## config.mk

```make
export PLATFORM = sky130hd
export DESIGN_NAME = refcounted_key_cache_with_dump
export DESIGN_NICKNAME = d
export VERILOG_FILES = /design/src/rtl/rkc_pkg.sv /design/src/rtl/refcounted_key_cache_with_dump.sv /design/src/rtl/rkc_front.sv /design/src/rtl/rkc_back.sv
export SDC_FILE = /design/constraint.sdc
export NUM_CORES = 2
export LEC_CHECK = 0
export BUFFER_PORTS_ARGS = -buffer_cell sky130_fd_sc_hd__buf_2
export CAP_MARGIN = 20
export CORE_ASPECT_RATIO = 1.1
export CORE_MARGIN = 5
export CORE_UTILIZATION = 55
export CTS_CLUSTER_SIZE = 8
export DETAILED_ROUTE_END_ITERATION = 7
export PLACE_DENSITY = 0.81
export SYNTH_ARGS = -nofsm -noshare
export SYNTH_HDL_FRONTEND = slang
export SYNTH_HIERARCHICAL = 1
export SYNTH_SLANG_ARGS = --single-unit
```

## constraint.sdc

```tcl
create_clock -name clk_i -period 9 [get_ports clk_i]
set_input_delay 2.7 -clock clk_i [delete_from_list [all_inputs] [get_ports clk_i]]
set_output_delay 2.7 -clock clk_i [all_outputs]
set_load 0.02 [all_outputs]
```

## src/rtl/rkc_pkg.sv

```systemverilog
package rkc_pkg;

  typedef enum logic [1:0] {
    OP_ACQ   = 2'd0,
    OP_REL   = 2'd1,
    OP_AGE   = 2'd2,
    OP_FLUSH = 2'd3
  } op_e;

  typedef enum logic [1:0] {
    SL_FREE = 2'd0,
    SL_USED = 2'd1,
    SL_DUMP = 2'd2,
    SL_MARK = 2'd3
  } slot_st_e;

  typedef enum logic [3:0] {
    RS_HIT      = 4'd0,
    RS_REVIVED  = 4'd1,
    RS_CREATED  = 4'd2,
    RS_FULL     = 4'd3,
    RS_OVERFLOW = 4'd4,
    RS_HELD     = 4'd5,
    RS_TO_DUMP  = 4'd6,
    RS_FREED    = 4'd7,
    RS_DELETED  = 4'd8,
    RS_BAD      = 4'd9,
    RS_DONE     = 4'd10
  } status_e;

  typedef enum logic [2:0] {
    BK_IDLE,
    BK_SWEEP,
    BK_DONE,
    BK_EVSCAN,
    BK_EVICT
  } bk_state_e;

  localparam logic [4:0] DUMP_LIMIT_RST = 5'd4;

  // One queued command as classified by the front end.
  typedef struct packed {
    op_e         op;
    logic [31:0] key;
    logic [3:0]  handle;
    logic        hvalid;
  } cmd_t;

endpackage

```

## src/rtl/refcounted_key_cache_with_dump.sv

```systemverilog
// A result is registered by the back end once its item leaves the queue.
// Acquire and a plain release finish when popped; a release that overflows the
// dump also scans every slot for a victim, and age and flush sweep every slot.
// Up to two items wait in the queue; busy is high while it is full.
// Results are strobed for one cycle and cannot be stalled by the receiver.
// Reset is asynchronous and active low: all slots free, dump empty, dump_limit 4.
module refcounted_key_cache_with_dump import rkc_pkg::*; #(
  parameter int ENTRIES  = 16,
  parameter int KEY_BITS = 32,
  parameter int REF_BITS = 16
) (
  input  logic        clk_i,
  input  logic        rst_ni,
  input  logic        start_i,
  output logic        busy_o,
  input  logic [1:0]  kind_i,
  input  logic [31:0] key_i,
  input  logic [3:0]  handle_i,
  input  logic        cfg_we_i,
  input  logic [4:0]  cfg_wdata_i,
  output logic        valid_o,
  output logic [3:0]  slot_o,
  output logic [3:0]  status_o,
  output logic [15:0] refs_o,
  output logic        last_o
);

  // The front end decodes each item and holds it in a two-entry queue.
  // The back end owns the slot table, pops one item when it is idle, and
  // walks the slots one per cycle for aging, flushing and victim search.
  logic pop;
  logic head_valid;
  cmd_t head;

  rkc_front #(
    .ENTRIES(ENTRIES)
  ) u_front (
    .clk_i       (clk_i),
    .rst_ni      (rst_ni),
    .start_i     (start_i),
    .kind_i      (kind_i),
    .key_i       (key_i),
    .handle_i    (handle_i),
    .busy_o      (busy_o),
    .pop_i       (pop),
    .head_valid_o(head_valid),
    .head_o      (head)
  );

  // Every result, including each deletion, leaves through one output register.
  rkc_back #(
    .ENTRIES (ENTRIES),
    .KEY_BITS(KEY_BITS),
    .REF_BITS(REF_BITS)
  ) u_back (
    .clk_i       (clk_i),
    .rst_ni      (rst_ni),
    .cfg_we_i    (cfg_we_i),
    .cfg_wdata_i (cfg_wdata_i),
    .head_valid_i(head_valid),
    .head_i      (head),
    .pop_o       (pop),
    .valid_o     (valid_o),
    .slot_o      (slot_o),
    .status_o    (status_o),
    .refs_o      (refs_o),
    .last_o      (last_o)
  );

endmodule

```

## src/rtl/rkc_front.sv

```systemverilog
module rkc_front import rkc_pkg::*; #(
  parameter int ENTRIES = 16
) (
  input  logic       clk_i,
  input  logic       rst_ni,
  input  logic       start_i,
  input  logic [1:0] kind_i,
  input  logic [31:0] key_i,
  input  logic [3:0] handle_i,
  output logic       busy_o,
  input  logic       pop_i,
  output logic       head_valid_o,
  output cmd_t       head_o
);

  cmd_t       q_mem_q [2];
  logic       wr_ptr_q, rd_ptr_q;
  logic [1:0] cnt_q;
  logic       push;
  cmd_t       cmd;

  // Decode the kind and check that the handle names a real slot.
  always_comb begin
    cmd.key    = key_i;
    cmd.handle = handle_i;
    cmd.hvalid = (32'(handle_i) < ENTRIES);
    case (kind_i)
      2'd0:    cmd.op = OP_ACQ;
      2'd1:    cmd.op = OP_REL;
      2'd2:    cmd.op = OP_AGE;
      default: cmd.op = OP_FLUSH;
    endcase
  end

  assign busy_o       = (cnt_q == 2'd2);
  assign push         = start_i && !busy_o;
  assign head_valid_o = (cnt_q != 2'd0);
  assign head_o       = q_mem_q[rd_ptr_q];

  always_ff @(posedge clk_i) begin
    if (push) begin
      q_mem_q[wr_ptr_q] <= cmd;
    end
  end

  always_ff @(posedge clk_i or negedge rst_ni) begin
    if (!rst_ni) begin
      wr_ptr_q <= 1'b0;
      rd_ptr_q <= 1'b0;
      cnt_q    <= 2'd0;
    end else begin
      if (push) begin
        wr_ptr_q <= !wr_ptr_q;
      end
      if (pop_i) begin
        rd_ptr_q <= !rd_ptr_q;
      end
      cnt_q <= cnt_q + 2'(push) - 2'(pop_i);
    end
  end

endmodule

```

## src/rtl/rkc_back.sv

```systemverilog
module rkc_back import rkc_pkg::*; #(
  parameter int ENTRIES  = 16,
  parameter int KEY_BITS = 32,
  parameter int REF_BITS = 16
) (
  input  logic        clk_i,
  input  logic        rst_ni,
  input  logic        cfg_we_i,
  input  logic [4:0]  cfg_wdata_i,
  input  logic        head_valid_i,
  input  cmd_t        head_i,
  output logic        pop_o,
  output logic        valid_o,
  output logic [3:0]  slot_o,
  output logic [3:0]  status_o,
  output logic [15:0] refs_o,
  output logic        last_o
);

  localparam int IDX_W = $clog2(ENTRIES);
  localparam int CNT_W = $clog2(ENTRIES + 1);
  localparam logic [IDX_W-1:0] LAST_IDX = IDX_W'(ENTRIES - 1);

  slot_st_e            st_q   [ENTRIES];
  slot_st_e            st_d   [ENTRIES];
  logic [KEY_BITS-1:0] key_q  [ENTRIES];
  logic [KEY_BITS-1:0] key_d  [ENTRIES];
  logic [REF_BITS-1:0] refs_q [ENTRIES];
  logic [REF_BITS-1:0] refs_d [ENTRIES];
  logic [IDX_W-1:0]    rank_q [ENTRIES];
  logic [IDX_W-1:0]    rank_d [ENTRIES];

  logic [CNT_W-1:0] cnt_q, cnt_d;
  logic [4:0]       limit_q;
  bk_state_e        state_q, state_d;
  logic             flush_q, flush_d;
  logic [IDX_W-1:0] idx_q, idx_d;
  logic             mfound_q, mfound_d, ofound_q, ofound_d;
  logic [IDX_W-1:0] midx_q, midx_d, mrank_q, mrank_d;
  logic [IDX_W-1:0] oidx_q, oidx_d, orank_q, orank_d;

  logic             r_valid_q, r_valid_d, r_last_q, r_last_d;
  logic [IDX_W-1:0] r_slot_q, r_slot_d;
  status_e          r_status_q, r_status_d;
  logic [REF_BITS-1:0] r_refs_q, r_refs_d;

  logic [KEY_BITS-1:0] hkey;
  logic [IDX_W-1:0]    hidx;
  logic                rel_ok, rel_to_dump, need_evict;

  assign hkey = KEY_BITS'(head_i.key);
  assign hidx = IDX_W'(head_i.handle);
  assign rel_ok = head_i.hvalid && (st_q[hidx] == SL_USED);
  assign rel_to_dump = rel_ok && (refs_q[hidx] <= REF_BITS'(1)) && (limit_q != 5'd0);
  assign need_evict = (32'(cnt_q) + 32'd1) > 32'(limit_q);

  function automatic logic in_dump(slot_st_e s);
    return (s == SL_DUMP) || (s == SL_MARK);
  endfunction

  // Next state.
  always_comb begin
    state_d = state_q;
    case (state_q)
      BK_IDLE: begin
        if (head_valid_i) begin
          if (head_i.op == OP_AGE || head_i.op == OP_FLUSH) begin
            state_d = BK_SWEEP;
          end else if (head_i.op == OP_REL && rel_to_dump && need_evict) begin
            state_d = BK_EVSCAN;
          end
        end
      end
      BK_SWEEP: begin
        if (idx_q == LAST_IDX) begin
          state_d = BK_DONE;
        end
      end
      BK_DONE:  state_d = BK_IDLE;
      BK_EVSCAN: begin
        if (idx_q == LAST_IDX) begin
          state_d = BK_EVICT;
        end
      end
      BK_EVICT: state_d = BK_IDLE;
      default:  state_d = BK_IDLE;
    endcase
  end

  // Table updates and results.
  always_comb begin
    logic             unl;
    logic [IDX_W-1:0] u;
    logic             f_used, f_dump, f_free;
    logic [IDX_W-1:0] i_used, i_dump, i_free;
    unl = 1'b0;
    u = '0;
    f_used = 1'b0; f_dump = 1'b0; f_free = 1'b0;
    i_used = '0; i_dump = '0; i_free = '0;
    st_d = st_q; key_d = key_q; refs_d = refs_q; rank_d = rank_q;
    cnt_d = cnt_q;
    flush_d = flush_q;
    idx_d = idx_q;
    mfound_d = mfound_q; midx_d = midx_q; mrank_d = mrank_q;
    ofound_d = ofound_q; oidx_d = oidx_q; orank_d = orank_q;
    pop_o = 1'b0;
    r_valid_d = 1'b0; r_last_d = 1'b0;
    r_slot_d = '0; r_status_d = RS_HIT; r_refs_d = '0;

    for (int i = 0; i < ENTRIES; i++) begin
      if (!f_used && st_q[i] == SL_USED && key_q[i] == hkey) begin
        f_used = 1'b1; i_used = IDX_W'(i);
      end
      if (!f_dump && in_dump(st_q[i]) && key_q[i] == hkey) begin
        f_dump = 1'b1; i_dump = IDX_W'(i);
      end
      if (!f_free && st_q[i] == SL_FREE) begin
        f_free = 1'b1; i_free = IDX_W'(i);
      end
    end

    case (state_q)
      BK_IDLE: begin
        if (head_valid_i) begin
          pop_o = 1'b1;
          case (head_i.op)
            OP_ACQ: begin
              r_valid_d = 1'b1;
              r_last_d  = 1'b1;
              if (f_used) begin
                r_slot_d = i_used;
                if (refs_q[i_used] == '1) begin
                  r_status_d = RS_OVERFLOW;
                  r_refs_d   = refs_q[i_used];
                end else begin
                  refs_d[i_used] = refs_q[i_used] + 1'b1;
                  r_status_d = RS_HIT;
                  r_refs_d   = refs_q[i_used] + 1'b1;
                end
              end else if (f_dump) begin
                unl = 1'b1; u = i_dump;
                st_d[i_dump]   = SL_USED;
                refs_d[i_dump] = REF_BITS'(1);
                r_slot_d   = i_dump;
                r_status_d = RS_REVIVED;
                r_refs_d   = REF_BITS'(1);
              end else if (f_free) begin
                st_d[i_free]   = SL_USED;
                key_d[i_free]  = hkey;
                refs_d[i_free] = REF_BITS'(1);
                r_slot_d   = i_free;
                r_status_d = RS_CREATED;
                r_refs_d   = REF_BITS'(1);
              end else begin
                r_status_d = RS_FULL;
              end
            end
            OP_REL: begin
              r_valid_d = 1'b1;
              r_last_d  = 1'b1;
              r_slot_d  = hidx;
              if (!rel_ok) begin
                r_status_d = RS_BAD;
              end else if (refs_q[hidx] > REF_BITS'(1)) begin
                refs_d[hidx] = refs_q[hidx] - 1'b1;
                r_status_d = RS_HELD;
                r_refs_d   = refs_q[hidx] - 1'b1;
              end else if (limit_q == 5'd0) begin
                refs_d[hidx] = '0;
                st_d[hidx]   = SL_FREE;
                r_status_d   = RS_FREED;
              end else begin
                // Park at the dump front; everything already there ages by one.
                for (int j = 0; j < ENTRIES; j++) begin
                  if (in_dump(st_q[j])) begin
                    rank_d[j] = rank_q[j] + 1'b1;
                  end
                end
                refs_d[hidx] = '0;
                st_d[hidx]   = SL_DUMP;
                rank_d[hidx] = '0;
                cnt_d        = cnt_q + 1'b1;
                r_status_d   = RS_TO_DUMP;
                r_last_d     = !need_evict;
                idx_d        = '0;
                mfound_d     = 1'b0;
                ofound_d     = 1'b0;
              end
            end
            default: begin
              flush_d = (head_i.op == OP_FLUSH);
              idx_d   = '0;
            end
          endcase
        end
      end
      BK_SWEEP: begin
        if (flush_q) begin
          if (st_q[idx_q] != SL_FREE) begin
            st_d[idx_q]   = SL_FREE;
            refs_d[idx_q] = '0;
            r_valid_d = 1'b1;
            r_slot_d  = idx_q;
            r_status_d = RS_DELETED;
          end
        end else if (st_q[idx_q] == SL_MARK) begin
          unl = 1'b1; u = idx_q;
          r_valid_d = 1'b1;
          r_slot_d  = idx_q;
          r_status_d = RS_DELETED;
        end else if (st_q[idx_q] == SL_DUMP) begin
          st_d[idx_q] = SL_MARK;
        end
        idx_d = idx_q + 1'b1;
      end
      BK_DONE: begin
        if (flush_q) begin
          cnt_d = '0;
        end
        r_valid_d  = 1'b1;
        r_last_d   = 1'b1;
        r_status_d = RS_DONE;
      end
      BK_EVSCAN: begin
        if (st_q[idx_q] == SL_MARK && (!mfound_q || rank_q[idx_q] < mrank_q)) begin
          mfound_d = 1'b1; midx_d = idx_q; mrank_d = rank_q[idx_q];
        end
        if (in_dump(st_q[idx_q]) && (!ofound_q || rank_q[idx_q] > orank_q)) begin
          ofound_d = 1'b1; oidx_d = idx_q; orank_d = rank_q[idx_q];
        end
        idx_d = idx_q + 1'b1;
      end
      BK_EVICT: begin
        unl = 1'b1;
        u   = mfound_q ? midx_q : oidx_q;
        r_valid_d  = 1'b1;
        r_last_d   = 1'b1;
        r_slot_d   = u;
        r_status_d = RS_DELETED;
      end
      default: ;
    endcase

    // Take one slot out of the dump and close the gap in the ranks.
    if (unl) begin
      for (int j = 0; j < ENTRIES; j++) begin
        if (IDX_W'(j) != u && in_dump(st_q[j]) && rank_q[j] > rank_q[u]) begin
          rank_d[j] = rank_q[j] - 1'b1;
        end
      end
      if (cnt_q != '0) begin
        cnt_d = cnt_q - 1'b1;
      end
      if (!(state_q == BK_IDLE && head_i.op == OP_ACQ)) begin
        st_d[u] = SL_FREE;
      end
    end
  end

  always_ff @(posedge clk_i) begin
    key_q  <= key_d;
    refs_q <= refs_d;
    rank_q <= rank_d;
    idx_q  <= idx_d;
    midx_q <= midx_d; mrank_q <= mrank_d;
    oidx_q <= oidx_d; orank_q <= orank_d;
    r_slot_q   <= r_slot_d;
    r_status_q <= r_status_d;
    r_refs_q   <= r_refs_d;
    r_last_q   <= r_last_d;
  end

  always_ff @(posedge clk_i or negedge rst_ni) begin
    if (!rst_ni) begin
      for (int i = 0; i < ENTRIES; i++) begin
        st_q[i] <= SL_FREE;
      end
      cnt_q     <= '0;
      limit_q   <= DUMP_LIMIT_RST;
      state_q   <= BK_IDLE;
      flush_q   <= 1'b0;
      mfound_q  <= 1'b0;
      ofound_q  <= 1'b0;
      r_valid_q <= 1'b0;
    end else begin
      st_q      <= st_d;
      cnt_q     <= cnt_d;
      state_q   <= state_d;
      flush_q   <= flush_d;
      mfound_q  <= mfound_d;
      ofound_q  <= ofound_d;
      r_valid_q <= r_valid_d;
      if (cfg_we_i) begin
        limit_q <= cfg_wdata_i;
      end
    end
  end

  assign valid_o  = r_valid_q;
  assign slot_o   = 4'(r_slot_q);
  assign status_o = r_status_q;
  assign refs_o   = 16'(r_refs_q);
  assign last_o   = r_last_q;

endmodule

```

### Yosys cells after proc, flatten, opt, wreduce, memory -nomap -nowiden

Memory sizes are Yosys's and may differ from the RTL's.
Cells that the tools add are included.

* register bits after elaboration: 930
* latch bits: 0
* memory bits (writable): 76
* bits in read-only memories: 0
* input bits: 47
* output and inout port bits: 27
* word-level logic and storage cells: 931
* memories: 1

Memories
* u_front.q_mem_q: words 2, width 38, rd ports 1, clocked after memory_dff 0, write ports 1, line rkc_front.sv:16 `cmd_t q_mem_q [2];`

* add/subtract/negate cells: 40
* $mul: 0
* div/mod/pow operators: 0
* $lt $le $gt $ge: 33
* equal/unequal tests: 113
* shifts and indexed selects: 0
* multiplexer cells: 388
* bitwise logic cells: 37
* reduce and logical (&&, ||, !) cells: 236

Operators with widths (number)
* 256-bit 2-to-1 mux: 9
* 256-bit one-hot mux with 2 select lines: 2
* 4-bit 2-to-1 mux: 182
* 256-bit bitwise AND: 2
* 256-bit bitwise mux: 2
* 512-bit bitwise mux: 1
* 32-bit == test: 16
* 256-bit NOT: 2
* 240-bit bitwise AND: 2
* 240-bit NOT: 2
* 32-bit 2-to-1 mux: 14
* 64-bit 2-to-1 mux: 7
* 16-bit demux with 4-bit select: 5
* 16-bit 2-to-1 mux: 14
* 16-bit binary-select mux with 4-bit select: 2
* 32-bit demux with 4-bit select: 1
* 32-bit one-hot mux with 2 select lines: 2
* 1-bit logical AND: 123
* 32-bit bitwise AND: 3
* 32-bit NOT: 3
* 16-bit OR: 5
* 1-bit 2-to-1 mux: 79
* 2-bit == test (second input constant): 38
* 4-bit by 1-bit adder with 4-bit output (second input constant): 17
* 71 further kinds: 314

### Longest topological paths before layout

* depth in word-level cells: 79
* mapped depth: 34
* depth with buffers taken out: 25

### Modules after synthesis

The synthesis kept the hierarchy.

By module, submodules not included
* rkc_back: times used 1, cells an instance 4817, area each 54174.5 µm²
* rkc_front: times used 1, cells an instance 139, area each 3001.6 µm²

### Worst setup path after synthesis

No wires, ideal clock.

* path type: register to register
* from: register u_front.rd_ptr_q
* to: register u_back/rank_q[3] in the netlist's numbering
* setup time: 0.120 ns
* arrival time: 7.337 ns
* required time: 8.880 ns
* slack: 1.543 ns
* cell stages (with the launch flop): 31
* cell sequence: dfrtp_1 > buf_4 > mux2_2 > buf_2 > xor2_1 > nor4_1 > nand4_1 > or4_1 > or4b_1 > buf_2 > nor3_4 > nand3_2 > nor4_2 > and2_1 > buf_4 > a221oi_1 > buf_2 > buf_2 > clkbuf_1 > o21ai_0 > o211ai_1 > o21ai_0 > o21ai_0 > ha_1 > a21oi_1 > o22ai_1 > o221ai_1 > a211oi_1 > nor4b_1 > o21ai_0 > o31a_1

RTL lines
* from (decl): line rkc_front.sv:17 `logic wr_ptr_q, rd_ptr_q;`
* from (signal assigned): line rkc_front.sv:56 `rd_ptr_q <= !rd_ptr_q;`
* to (signal assigned): line rkc_back.sv:263 `rank_q <= rank_d;`
* to (decl): line rkc_back.sv:30 `logic [IDX_W-1:0] rank_q [ENTRIES];`

==> flow_metrics.tcl <==
set metrics [dict create \
    status "finished, violations left" \
    violations "design-rule violations" \
    synth_top_area_share_pct 45.4 \
    drt_iter0_drc 8450 \
    num_vias 47100 \
    swShare_pct 45.6 \
    grt_start_max_net_pins 79 \
    grt_first_pass_wirelength_mm 297 \
    finalWirelength_mm 203 \
    placed_cells 6280 \
    synth_area_per_cell_um2 11.5 \
    final_area_um2 63900 \
    fin_cells 6483 \
    core_um2 104000 \
    nets 5210 \
    via_per_inst 7.27 \
    critical_path_arrival_ns 9.22 \
    fin_tns_setup_ns 0 \
    critPathCaptureType "flip-flop" \
    async_flop_share_pct 5.27 \
    fin_crit_sh_pct 95.5 \
    ys_types 111 \
    grt.overflow.total 0 \
    sequentialPowerShare_pct 31.5 \
    timing.final.hold_violations 0 \
    crit_slowest_cell "mux2_2" \
    power_w 0.0265 \
    area_growth_pct 11.7 \
    fp-row-count 124 \
    netlist_top_cells_count "864 x edfxtp_1, 429 x o21ai_0, 399 x xor2_1, 317 x a22oi_1, 291 x nand2_1" \
    dp_hpwl_mm 136 \
    intPower_w 0.0144 \
    critPathMaxStageDelay_ns 0.82 \
    ys_warn_count 6 \
    ys.flop_type "edfxtp_1" \
    drt-met1-wl_mm 70.7 \
    p_leak_nw 22.2 \
    worst_ep_required_time_ns 9.63 \
    p_per_area_nw_per_um2 415 \
    layout_min_cycle_time_ns 8.60 \
    met3WireLength_mm 29.4 \
    irDropWorstVdd_v 0.000366 \
    io_buffers 73 \
    clock_latency_ns 0.78 \
    switchingPower_w 0.0121 \
    start_util_pct 55.2 \
    dr.pass1.iters 8 \
    die_w_um 317 \
    place_area_um2 59600 \
    finalMaxSlewViolations 0 \
    grtUsageTotal_pct 35.2 \
    startpoint_type "flip-flop" \
    holdWs_ns 0.484 \
    path_clk_slew_ns 0.05 \
    numCtsBuffers 144 \
    wl_per_cell_um 31.3 \
    worstMarginPinSlew_ns 1.22 \
    drcViolationCount 30 \
    io_pins 74 \
    drive_gt1_share_pct 15.2 \
    hold_path_class "reg2reg" \
    skew_ns 0.0501 \
    synth.ff_latch_count 1006 \
    cts_buffer_depth 3 \
    drv_cap 0 \
    setup_violations 0 \
    seq_area_frac_synth_pct 50.8 \
    combPwrFrac_pct 49.4 \
    synth_most_common_cell "edfxtp_1" \
    met2_length_mm 88.4 \
    top_layer_used "met5" \
    syn_nets 5122 \
    synth_area_um2 57200 \
    grt_pass1_vias 45200 \
    die_h_um 348 \
    cts.sinks 1006 \
    dieArea_um2 111000 \
    ant_nets 0 \
    maxClockFrequency_mhz 116 \
    antenna_found_initial 6 \
    crit_path_max_fanout 48 \
    cts_tree "yes" \
    pwr-share-clk_pct 19.1 \
    root_buffer "clkbuf_16" \
    htree_levels 4 \
    synth_area_leaders "edfxtp_1 45%, xor2_1 6.1%, mux4_2 4.5%, a22oi_1 4.2%, o21ai_0 3.8%" \
    postSynthCellCount 4956 \
    place_congestion 1.04 \
    relSlewSlack_pct 17.6 \
    critical_path_class "reg2reg" \
    synth_top_cell_by_area "edfxtp_1" \
    rsz0062_at_grt "false" \
    synth-edff-count 864 \
]
[state kept, by name (all words and copies together), names as in the netlist, 5 cells and up]
| register | flops |
|---|---|
| u_back/rank_q | 64 |
| u_back/refs_o | 16 |
| u_back/key_q | 512 |
| u_back/refs_q | 256 |
| u_front/q_mem_q | 76 |
| u_back/cnt_q | 5 |
| u_back/limit_q | 5 |
| u_back/st_q | 32 |
[final cells by class]
cell class,count,area [µm²]
Antenna cell,1,2.50
Tap cell,1386,1730
Sequential cell,1006,29100
Inverter,108,405
Clock buffer,181,3760
Clock inverter,17,392
Timing Repair Buffer,295,2300
Fill cell,7900,39800
Multi-Input combinational cell,3489,26200
[what timing repair did]
| action | 4_1_cts | 5_1_grt |
|---|---|---|
| buffers inserted | 0 | 0 |
| endpoints found under the setup margin | 0 | 8 |
| resized for setup | 0 | 10 |
| hold buffers | 0 | 0 |
[metrics by stage]
stage,utilization (%),worst slack [ns]
floorplan,-,1.54
global placement,57.5,0.837
detailed placement,57.5,0.664
CTS,61.5,0.490
global route,61.6,0.00771
finish,61.6,0.405
[cell families (layout without fill, tap and decap cells)]
family / Yosys count / count (layout) / share of synthesized area, %
AO/OA/AOI/OAI: 1438 / 1438 / 17.0
AND/OR/NAND/NOR: 1142 / 1142 / 10.4
flip-flops: 1006 / 1006 / 50.8
XOR/XNOR: 548 / 548 / 8.44
buffers and inverters: 461 / 601 / 3.91
multiplexers: 241 / 241 / 6.90
adder cells (fa/ha/maj): 119 / 119 / 2.60
other: 1 / 2 / 0.00656
[final timing paths]
kind,from,end,slack (ns),cells past startpoint
min in group asynchronous,rst_ni,u_back/ofound_q$_DFFE_PN0P_,2.13,2
worst max register to register,u_front/rd_ptr_q$_DFFE_PN0P_,u_back/rank_q[63]$_DFF_P_,0.40,27
max in group asynchronous,rst_ni,u_front/rd_ptr_q$_DFFE_PN0P_,6.26,2
worst max-delay path,u_front/rd_ptr_q$_DFFE_PN0P_,u_back/rank_q[63]$_DFF_P_,0.40,27
worst min-delay path,u_back/ofound_q$_DFFE_PN0P_,u_back/ofound_q$_DFFE_PN0P_,0.48,1
worst min register to register,u_back/ofound_q$_DFFE_PN0P_,u_back/ofound_q$_DFFE_PN0P_,0.48,1
[cells in the final DEF, fill, tap and decap left out, drive strengths merged, types with 62 or more instances in the layout]
cell,n
edfxtp,864
o21ai,461
xor2,400
a22oi,317
nand2,293
buf,293
nor2,245
a21oi,203
clkbuf,183
xnor2,148
nor4,129
ha,119
mux4,113
inv,111
nand4,98
dfxtp,89
nor3,89
o211ai,76
mux2,66
nand3,64
mux2i,62
[power by group through the flow]
stage | clock network [W] | logic [W] | registers, W
floorplan | 0 | 0.00828 | 0.00775
global placement | 0 | 0.0120 | 0.00823
detailed placement | 0 | 0.0124 | 0.00826
CTS | 0.00509 | 0.0125 | 0.00821
global route | 0.00532 | 0.0136 | 0.00839
finish | 0.00506 | 0.0131 | 0.00836
[metal layers]
layer,GRT usage [%],vias up
met5,0.641,-
met3,12.0,925
li1,-,19300
met1,44.7,22600
met2,53.4,4267
met4,19.6,6
[worst max-delay path: cells and delay by family, from the launching register on]
| kind | cells | cell delay (ns) |
|---|---|---|
| AOI/OAI and AO/OA | 9 | 1.89 |
| xor gates and xnor gates | 1 | 0.21 |
| adders and majority gates | 1 | 0.17 |
| buffers and inverters | 4 | 1.00 |
| DFF | 1 | 0.67 |
| muxes | 2 | 1.11 |
| and+or+nand+nor | 10 | 3.35 |
Note: power is estimated with default switching activity, not from simulation.
